<file path="config.mk">
export PLATFORM = sky130hd
export DESIGN_NAME = spirv_module_stream_validator
export DESIGN_NICKNAME = d
export VERILOG_FILES = /design/src/hdl/smsv_pkg.sv /design/src/hdl/smsv_cfg_regs.sv /design/src/hdl/smsv_in_stage.sv /design/src/hdl/smsv_core.sv /design/src/hdl/smsv_out_stage.sv /design/src/hdl/spirv_module_stream_validator.sv
export SDC_FILE = /design/constraint.sdc
export NUM_CORES = 1
export LEC_CHECK = 0
export ABC_CLOCK_PERIOD_IN_PS = 4000
export BUFFER_PORTS_ARGS = -buffer_cell sky130_fd_sc_hd__buf_2
export CAP_MARGIN = 15
export CORE_ASPECT_RATIO = 0.8
export CORE_MARGIN = 2
export CORE_UTILIZATION = 54
export CTS_CLUSTER_DIAMETER = 150
export DETAILED_ROUTE_END_ITERATION = 8
export PLACE_DENSITY_LB_ADDON = 0.25
export SYNTH_ARGS = -nofsm -noshare
export SYNTH_HDL_FRONTEND = slang
export SYNTH_HIERARCHICAL = 1
export SYNTH_SLANG_ARGS = --single-unit
export TNS_END_PERCENT = 20
</file>
<file path="constraint.sdc">
create_clock -name clk -period 4 [get_ports clk]
set_input_delay 0.4 -clock clk [delete_from_list [all_inputs] [get_ports clk]]
set_output_delay 0.4 -clock clk [all_outputs]
set_load 0.01 [all_outputs]
</file>
<file path="src/hdl/smsv_pkg.sv">
// ----------------------------------------------------------------------------
// smsv_pkg
// Shared types and constants for the shader module stream validator.
// ----------------------------------------------------------------------------
package smsv_pkg;

  localparam int unsigned MAX_WORDS = 262144;
  localparam int unsigned POS_W     = 19;   // holds 0..MAX_WORDS
  localparam int unsigned SUM_W     = 20;   // start + 16-bit length
  localparam int unsigned WORD_W    = 32;
  localparam int unsigned LEN_W     = 16;
  localparam int unsigned BOUND_W   = 22;
  localparam int unsigned IDX_W     = 2;
  localparam int unsigned OUT_TDATA_W = 24;

  localparam logic [WORD_W-1:0] MODULE_MAGIC = 32'h0723_0203;
  localparam logic [WORD_W-1:0] VERSION_MIN  = 32'h0001_0000;
  localparam logic [WORD_W-1:0] VERSION_MAX  = 32'h0001_0600;
  localparam logic [POS_W-1:0]  HEADER_WORDS = POS_W'(5);
  localparam logic [POS_W-1:0]  MAX_POS      = POS_W'(MAX_WORDS);

  localparam logic [WORD_W-1:0]  TARGET_VERSION_RST = 32'h0001_0000;
  localparam logic [BOUND_W-1:0] ID_BOUND_LIMIT_RST = 22'h3F_FFFF;

  typedef enum logic [IDX_W-1:0] {
    CFG_TARGET_VERSION = 2'd0,
    CFG_ID_BOUND_LIMIT = 2'd1
  } cfg_idx_t;

  typedef struct packed {
    logic [WORD_W-1:0]  target_version;
    logic [BOUND_W-1:0] id_bound_limit;
  } cfg_t;

  typedef struct packed {
    logic [WORD_W-1:0] module_word;
    logic              last_word;
    logic              partial_tail;
  } item_t;

  typedef struct packed {
    logic             module_ok;
    logic [POS_W-1:0] words_seen;
  } result_t;

endpackage

</file>
<file path="src/hdl/smsv_cfg_regs.sv">
// ----------------------------------------------------------------------------
// smsv_cfg_regs
// Configuration registers, written through a plain write port.
// ----------------------------------------------------------------------------
module smsv_cfg_regs (
  input  logic                           clk,
  input  logic                           rst_n,
  input  logic                           cfg_we,
  input  logic [smsv_pkg::IDX_W-1:0]     cfg_index,
  input  logic [smsv_pkg::WORD_W-1:0]    cfg_wdata,
  output smsv_pkg::cfg_t                 cfg
);

  smsv_pkg::cfg_t cfg_r, cfg_nxt;

  always_comb begin
    cfg_nxt = cfg_r;
    if (cfg_we) begin
      unique case (cfg_index)
        smsv_pkg::CFG_TARGET_VERSION: cfg_nxt.target_version = cfg_wdata;
        smsv_pkg::CFG_ID_BOUND_LIMIT:
          cfg_nxt.id_bound_limit = cfg_wdata[smsv_pkg::BOUND_W-1:0];
        default: cfg_nxt = cfg_r;
      endcase
    end
  end

  always_ff @(posedge clk) begin
    if (!rst_n) begin
      cfg_r.target_version <= smsv_pkg::TARGET_VERSION_RST;
      cfg_r.id_bound_limit <= smsv_pkg::ID_BOUND_LIMIT_RST;
    end else begin
      cfg_r <= cfg_nxt;
    end
  end

  assign cfg = cfg_r;

endmodule

</file>
<file path="src/hdl/smsv_in_stage.sv">
// ----------------------------------------------------------------------------
// smsv_in_stage
// Input register: holds one request until the checker consumes it.
// ----------------------------------------------------------------------------
module smsv_in_stage (
  input  logic            clk,
  input  logic            rst_n,
  input  logic            in_valid,
  output logic            in_ready,
  input  smsv_pkg::item_t in_item,
  input  logic            consume,
  output logic            item_valid,
  output smsv_pkg::item_t item
);

  logic            valid_r, valid_nxt;
  smsv_pkg::item_t item_r, item_nxt;

  assign in_ready = !valid_r || consume;

  always_comb begin
    valid_nxt = valid_r;
    item_nxt  = item_r;
    if (in_ready) begin
      valid_nxt = in_valid;
      if (in_valid) item_nxt = in_item;
    end
  end

  always_ff @(posedge clk) begin
    if (!rst_n) valid_r <= 1'b0;
    else        valid_r <= valid_nxt;
  end

  always_ff @(posedge clk) begin
    item_r <= item_nxt;
  end

  assign item_valid = valid_r;
  assign item       = item_r;

endmodule

</file>
<file path="src/hdl/smsv_core.sv">
// ----------------------------------------------------------------------------
// smsv_core
// Header and instruction length checks; per-module state and verdict.
// ----------------------------------------------------------------------------
module smsv_core (
  input  logic             clk,
  input  logic             rst_n,
  input  smsv_pkg::cfg_t   cfg,
  input  logic             item_valid,
  input  smsv_pkg::item_t  item,
  input  logic             out_free,
  output logic             consume,
  output logic             res_valid,
  output smsv_pkg::result_t res
);

  logic [smsv_pkg::POS_W-1:0] pos_r, pos_nxt;
  logic [smsv_pkg::POS_W-1:0] nis_r, nis_nxt;
  logic                       err_r, err_nxt;

  logic [smsv_pkg::WORD_W-1:0] w;
  logic [smsv_pkg::LEN_W-1:0]  len;
  logic [smsv_pkg::SUM_W-1:0]  nis_sum;
  logic                        hdr_bad;
  logic [smsv_pkg::POS_W-1:0]  upd_pos;
  logic [smsv_pkg::POS_W-1:0]  upd_nis;
  logic                        upd_err;

  assign consume   = item_valid && (!item.last_word || out_free);
  assign res_valid = consume && item.last_word;

  assign w       = item.module_word;
  assign len     = w[smsv_pkg::WORD_W-1:smsv_pkg::LEN_W];
  assign nis_sum = smsv_pkg::SUM_W'(nis_r) + smsv_pkg::SUM_W'(len);

  always_comb begin
    hdr_bad = 1'b0;
    unique case (pos_r)
      smsv_pkg::POS_W'(0): hdr_bad = (w != smsv_pkg::MODULE_MAGIC);
      smsv_pkg::POS_W'(1): hdr_bad = (w < smsv_pkg::VERSION_MIN) ||
                                     (w > smsv_pkg::VERSION_MAX) ||
                                     (w != cfg.target_version);
      smsv_pkg::POS_W'(3): hdr_bad = (w == '0) ||
                                     (w[smsv_pkg::WORD_W-1:smsv_pkg::BOUND_W] != '0) ||
                                     (w[smsv_pkg::BOUND_W-1:0] > cfg.id_bound_limit);
      smsv_pkg::POS_W'(4): hdr_bad = (w != '0);
      default:             hdr_bad = 1'b0;
    endcase
  end

  always_comb begin
    upd_pos = pos_r;
    upd_nis = nis_r;
    upd_err = err_r;
    if (pos_r >= smsv_pkg::MAX_POS) begin
      upd_err = 1'b1;
    end else begin
      upd_pos = pos_r + smsv_pkg::POS_W'(1);
      if (pos_r < smsv_pkg::HEADER_WORDS) begin
        if (hdr_bad) upd_err = 1'b1;
      end else if (pos_r == nis_r) begin
        if (len == '0 || nis_sum > smsv_pkg::SUM_W'(smsv_pkg::MAX_WORDS)) begin
          upd_err = 1'b1;
        end else begin
          upd_nis = nis_sum[smsv_pkg::POS_W-1:0];
        end
      end
    end
  end

  always_comb begin
    res.words_seen = upd_pos;
    res.module_ok  = !upd_err && !item.partial_tail &&
                     (upd_pos >= smsv_pkg::HEADER_WORDS) && (upd_nis == upd_pos);
  end

  always_comb begin
    pos_nxt = pos_r;
    nis_nxt = nis_r;
    err_nxt = err_r;
    if (consume) begin
      if (item.last_word) begin
        pos_nxt = '0;
        nis_nxt = smsv_pkg::HEADER_WORDS;
        err_nxt = 1'b0;
      end else begin
        pos_nxt = upd_pos;
        nis_nxt = upd_nis;
        err_nxt = upd_err;
      end
    end
  end

  always_ff @(posedge clk) begin
    if (!rst_n) begin
      pos_r <= '0;
      nis_r <= smsv_pkg::HEADER_WORDS;
      err_r <= 1'b0;
    end else begin
      pos_r <= pos_nxt;
      nis_r <= nis_nxt;
      err_r <= err_nxt;
    end
  end

  a_pos_range: assert property (@(posedge clk) disable iff (!rst_n)
    pos_r <= smsv_pkg::MAX_POS)
    else $error("word position beyond limit");

  a_nis_range: assert property (@(posedge clk) disable iff (!rst_n)
    (nis_r >= smsv_pkg::HEADER_WORDS) && (nis_r <= smsv_pkg::MAX_POS))
    else $error("instruction start out of range");

  a_restart: assert property (@(posedge clk) disable iff (!rst_n)
    res_valid |=> (pos_r == '0) && !err_r && (nis_r == smsv_pkg::HEADER_WORDS))
    else $error("state not restarted after verdict");

  a_err_sticky: assert property (@(posedge clk) disable iff (!rst_n)
    (err_r && !(consume && item.last_word)) |=> err_r)
    else $error("error flag dropped inside a module");

endmodule

</file>
<file path="src/hdl/smsv_out_stage.sv">
// ----------------------------------------------------------------------------
// smsv_out_stage
// Result register toward the output stream.
// ----------------------------------------------------------------------------
module smsv_out_stage (
  input  logic              clk,
  input  logic              rst_n,
  input  logic              res_valid,
  input  smsv_pkg::result_t res,
  output logic              out_free,
  output logic              out_valid,
  input  logic              out_ready,
  output smsv_pkg::result_t out_res
);

  logic              valid_r, valid_nxt;
  smsv_pkg::result_t res_r, res_nxt;

  assign out_free = !valid_r || out_ready;

  always_comb begin
    valid_nxt = valid_r;
    res_nxt   = res_r;
    if (res_valid) begin
      valid_nxt = 1'b1;
      res_nxt   = res;
    end else if (out_ready) begin
      valid_nxt = 1'b0;
    end
  end

  always_ff @(posedge clk) begin
    if (!rst_n) valid_r <= 1'b0;
    else        valid_r <= valid_nxt;
  end

  always_ff @(posedge clk) begin
    res_r <= res_nxt;
  end

  assign out_valid = valid_r;
  assign out_res   = res_r;

endmodule

</file>
<file path="src/hdl/spirv_module_stream_validator.sv">
// ----------------------------------------------------------------------------
// spirv_module_stream_validator
// Checks a shader module word stream: header fields and instruction lengths.
// ----------------------------------------------------------------------------
// Channel | Dir | Handshake          | Contents
// in_     | in  | in_tvalid/tready   | module word, last mark, partial tail
// out_    | out | out_tvalid/tready  | one verdict per module
// cfg_    | in  | cfg_we             | target version, id bound limit
//
// One word per cycle unless a last word waits on a busy output stage; a word is registered
// in the input stage and its verdict in the output stage. The rate is set by the combinational
// length add and compare on the word. Reset clears all module state; config returns to its
// reset values. A stalled verdict holds only last words; other words keep flowing.
// ----------------------------------------------------------------------------
module spirv_module_stream_validator (
  input  logic        clk,
  input  logic        rst_n,
  input  logic        in_tvalid,
  output logic        in_tready,
  input  logic [31:0] in_tdata,   // [31:0] module_word
  input  logic        in_tlast,
  input  logic        in_tuser,   // [0] partial_tail
  output logic        out_tvalid,
  input  logic        out_tready,
  output logic [23:0] out_tdata,  // [18:0] words_seen, rest zero
  output logic        out_tuser,  // [0] module_ok
  input  logic        cfg_we,
  input  logic [1:0]  cfg_index,
  input  logic [31:0] cfg_wdata
);

  smsv_pkg::cfg_t    cfg;
  smsv_pkg::item_t   in_item;
  smsv_pkg::item_t   item;
  smsv_pkg::result_t res;
  smsv_pkg::result_t out_res;
  logic              item_valid;
  logic              consume;
  logic              res_valid;
  logic              out_free;

  assign in_item.module_word  = in_tdata;
  assign in_item.last_word    = in_tlast;
  assign in_item.partial_tail = in_tuser;

  smsv_cfg_regs u_cfg (
    .clk       (clk),
    .rst_n     (rst_n),
    .cfg_we    (cfg_we),
    .cfg_index (cfg_index),
    .cfg_wdata (cfg_wdata),
    .cfg       (cfg)
  );

  smsv_in_stage u_in (
    .clk        (clk),
    .rst_n      (rst_n),
    .in_valid   (in_tvalid),
    .in_ready   (in_tready),
    .in_item    (in_item),
    .consume    (consume),
    .item_valid (item_valid),
    .item       (item)
  );

  smsv_core u_core (
    .clk        (clk),
    .rst_n      (rst_n),
    .cfg        (cfg),
    .item_valid (item_valid),
    .item       (item),
    .out_free   (out_free),
    .consume    (consume),
    .res_valid  (res_valid),
    .res        (res)
  );

  smsv_out_stage u_out (
    .clk       (clk),
    .rst_n     (rst_n),
    .res_valid (res_valid),
    .res       (res),
    .out_free  (out_free),
    .out_valid (out_tvalid),
    .out_ready (out_tready),
    .out_res   (out_res)
  );

  assign out_tdata = {{(smsv_pkg::OUT_TDATA_W - smsv_pkg::POS_W){1'b0}}, out_res.words_seen};
  assign out_tuser = out_res.module_ok;

endmodule
</file>
==> metrics.txt <==
count of non-filler cells in the finished layout 1,293; placed cell count 1,261; max-cap violations 0; Worst Clk Skew 0.0108 ns; Leak 4.58 nW; run status finished, final reports clean; fin crit share 0.983; multi-input logic area 4950 µm²; final hold viol count 0; die width 148 µm; largest stage delay on the critical path 0.53 ns; Synth Flop Type dfxtp_1; Critical Path Fanout Max 5; total grt overflow 0; fin nets 1,180; TritonRoute pass-1 iters 8; Slew Limit Fails 0; hold crit path type input port to register; Post-Syn Area per Cell 9.52 µm²; Period minus WS final 3.93 ns; FF+latch area 3520 µm²; CTS Buf Count 17; share of power burned in registers 0.454; Seq cells post-synth 149; Ant. Diodes 0; Worst R2R Start u_in/item[18]$_DFFE_PP_; Clk pwr share 0.436; Worst-Skew Late Latency 0.44 ns; Max Buffers Root-to-Sink 2; # Post-CTS Setup Buffers 0; GRT Util Overall 0.283; DRC Markers 0; Top Ports 100; Yosys warning count 6; Port-buffer cells 94; ANT nets after route 0; flop-to-flop setup slack 0.07 ns; H-tree depth 4; Setup CP Type register to register; layout cells sized above 1 0.237; worst hold start in_tdata[5]; initial antenna violation count 0; core area 16,000 µm²; Root Driver clkbuf_16; CP cell instances ha_2 > inv_1 > fa_2 > nor3b_2 > o31ai_1 > or4_1 > or4_4 > nor4_4 > a31oi_4 > mux2_4 > a2111oi_4 > nand4_1 > nor4_2; Final setup viols 0; Die ar. 17,500 µm²; Via Count 7,563; Required @ worst endpoint 4.27 ns; post-synthesis sequential area ratio 0.396; hold path depth 1; number of enable flip-flop cells after synthesis 54; dpl hpwl 18.4 mm; Sw Ratio 0.266; Synth Cell Area 8900 µm²; Least-Margin Pin Slew 1.06 ns; Synth async-reset ratio 0; Initial DRC Count 812; Crit. End Element register; first-pass GRT wire length 38.4 mm; Initial Util 0.558; Startpoint Class register; Max Fclk 0.254 GHz; vias per std cell 5.85; Worst-path clk slew 0.07 ns; unrepaired setup endpoints after global routing true; Max-slew headroom 0.293; Internal Pwr Total 2.70 mW; DIE HEIGHT 119 µm; largest net degree at the start of global routing 36; Final Hold Slack 0.135 ns; worst vdd ir 0.000286 V; WL per Instance 18.8 µm; Place WS -0.141 ns; synth-to-layout area growth 18.9%; gpl congestion 0.968; r2r worst-path depth 13; Hold Buf Count CTS 0; vias in the first global route 6,894; Num Clock Sinks 149; reg-to-reg endpoint u_out/out_res[19]$_DFFE_PP_; Worst Hold End u_in/item[7]$_DFFE_PP_; Netlist cell types 72; Sw Pwr 983 µW; row count 41; Critical Path AT 4.20 ns; Logic pwr share 0.111; PD cells 348 nW/µm²; critical-path cell with the highest stage delay or4_1; CTS tree yes; Post-Syn Instances 935; final total power 3.69 mW; fill cell count 1,310; final setup margin 0.0673 ns; total wire length 24.3 mm
layout by cell type (no fill, tap or decap), drive strengths merged, types with 4 or more instances in the layout:
master	count
buf	166
nand2	98
dfxtp	95
inv	66
nor2	62
edfxtp	54
xnor2	54
mux2i	52
xor2	48
ha	41
a21oi	35
nand4	28
a22oi	28
nor4	24
o211ai	23
nand4b	21
clkbuf	18
nor3	17
o21ai	15
a21o	12
nand3	11
nor2b	10
or4	7
nand2b	7
and2	6
clkinv	6
a211oi	6
conb	5
or3	5
o31ai	5
and4	4
o21a	4
nor3b	4
worst max path at each step:
stage                            start                       endpoint  slack (ns)
2_1_floorplan  u_in/item[18]$_DFFE_PP_  u_core/nis_r[17]$_SDFFE_PN0P_       -0.01
3_3_place_gp   u_in/item[18]$_DFFE_PP_    u_out/out_res[19]$_DFFE_PP_       -0.04
3_5_place_dp   u_in/item[18]$_DFFE_PP_  u_core/nis_r[17]$_SDFFE_PN0P_       -0.14
4_1_cts        u_in/item[18]$_DFFE_PP_    u_out/out_res[19]$_DFFE_PP_        0.03
5_1_grt        u_in/item[18]$_DFFE_PP_    u_out/out_res[19]$_DFFE_PP_       -0.20
6_report       u_in/item[18]$_DFFE_PP_    u_out/out_res[19]$_DFFE_PP_        0.07
timing repair:
action | 4_1_cts | 5_1_grt
cloned | 0 | 0
pin swaps | 6 | 0
resized for setup | 8 | 9
hold endpoints to repair | 0 | 0
setup endpoints to repair | 16 | 16
registers in the layout, indices dropped and copies added (netlist names):
name / cells
u_in/item_valid: 1
u_core/nis_r: 19
u_out/out_res: 20
u_cfg/cfg: 54
u_out/out_valid: 1
u_core/pos_r: 19
u_in/item: 34
u_core/err_r: 1
power groups by stage:
| stage | clock (mW) | combinational [mW] | sequential [mW] |
|---|---|---|---|
| floorplan | 0 | 0.245 | 1.70 |
| global route | 1.68 | 0.444 | 1.68 |
| global placement | 0 | 0.392 | 1.70 |
| CTS | 1.62 | 0.399 | 1.67 |
| detailed placement | 0 | 0.394 | 1.71 |
| finish | 1.61 | 0.409 | 1.67 |
cells by family after synthesis:
| group | Yosys count | share of synthesized area |
|---|---|---|
| AND/OR/NAND/NOR | 313 | 0.185 |
| AO/OA/AOI/OAI | 153 | 0.133 |
| flip-flops | 149 | 0.396 |
| buffers and inverters | 121 | 0.0651 |
| XOR/XNOR | 102 | 0.100 |
| multiplexers | 54 | 0.0610 |
| adder cells (fa/ha/maj) | 42 | 0.0599 |
| other | 1 | 0.000421 |
layout make-up:
cell class                      instances  area share
Multi-Input combinational cell        669       0.468
Sequential cell                       149       0.333
Timing Repair Buffer                  166      0.0962
Clock buffer                           18      0.0425
Tap cell                              215      0.0254
Inverter                               62      0.0220
Clock inverter                         14      0.0134
critical path: cells and delay by family (launching register included):
kind	cells	cell delay [ns]
AOI/OAI and AO/OA	3	0.60
muxes	1	0.34
DFF	1	0.36
adders and majority gates	2	0.72
and+or+nand+nor	6	1.69
buffers and inverters	1	0.05
synth_stat cells, types with 3 or more instances:
master	count	area share
nand2_1	98	0.041
dfxtp_1	95	0.21
nor2_1	62	0.026
inv_1	61	0.026
edfxtp_1	54	0.18
xnor2_1	54	0.053
mux2i_1	52	0.058
xor2_1	48	0.047
ha_1	41	0.058
a21oi_1	35	0.020
clkbuf_1	32	0.013
a22oi_1	28	0.024
nand4_1	28	0.020
nor4_1	22	0.015
nand4b_1	21	0.021
o211ai_2	20	0.028
nor3_1	17	0.0096
o21ai_0	14	0.0079
a21o_1	12	0.010
buf_2	11	0.0062
nand3_1	11	0.0062
nor2b_1	10	0.0070
or4_1	7	0.0059
buf_4	6	0.0051
a211oi_1	5	0.0042
and2_1	5	0.0035
nand2b_1	5	0.0035
o31ai_1	5	0.0042
or3_1	5	0.0035
and4_1	4	0.0039
buf_6	4	0.0051
o21a_1	4	0.0034
a211o_1	3	0.0030
buf_12	3	0.0067
nor3b_1	3	0.0025
o211ai_1	3	0.0025
or2_2	3	0.0021
routing by layer:
layer	global-route usage	wire length (µm)	up-vias
met1	0.452	11300	3517
met3	0.0579	2950	28
met2	0.384	9730	430
met4	0.0703	314	0
li1	-	-	3588
met5	0	0	-
through the flow:
stage | util | cell area [µm²] | setup TNS, ns
final | 0.664 | 10600 | 0
after global routing | 0.664 | 10600 | -0.554
after CTS | 0.660 | 10500 | 0
after detailed placement | 0.621 | 9900 | -0.787
after global placement | 0.621 | 9900 | -0.0819
after floorplan | - | 8960 | -0.0116
(Power assumes the default switching activity.)
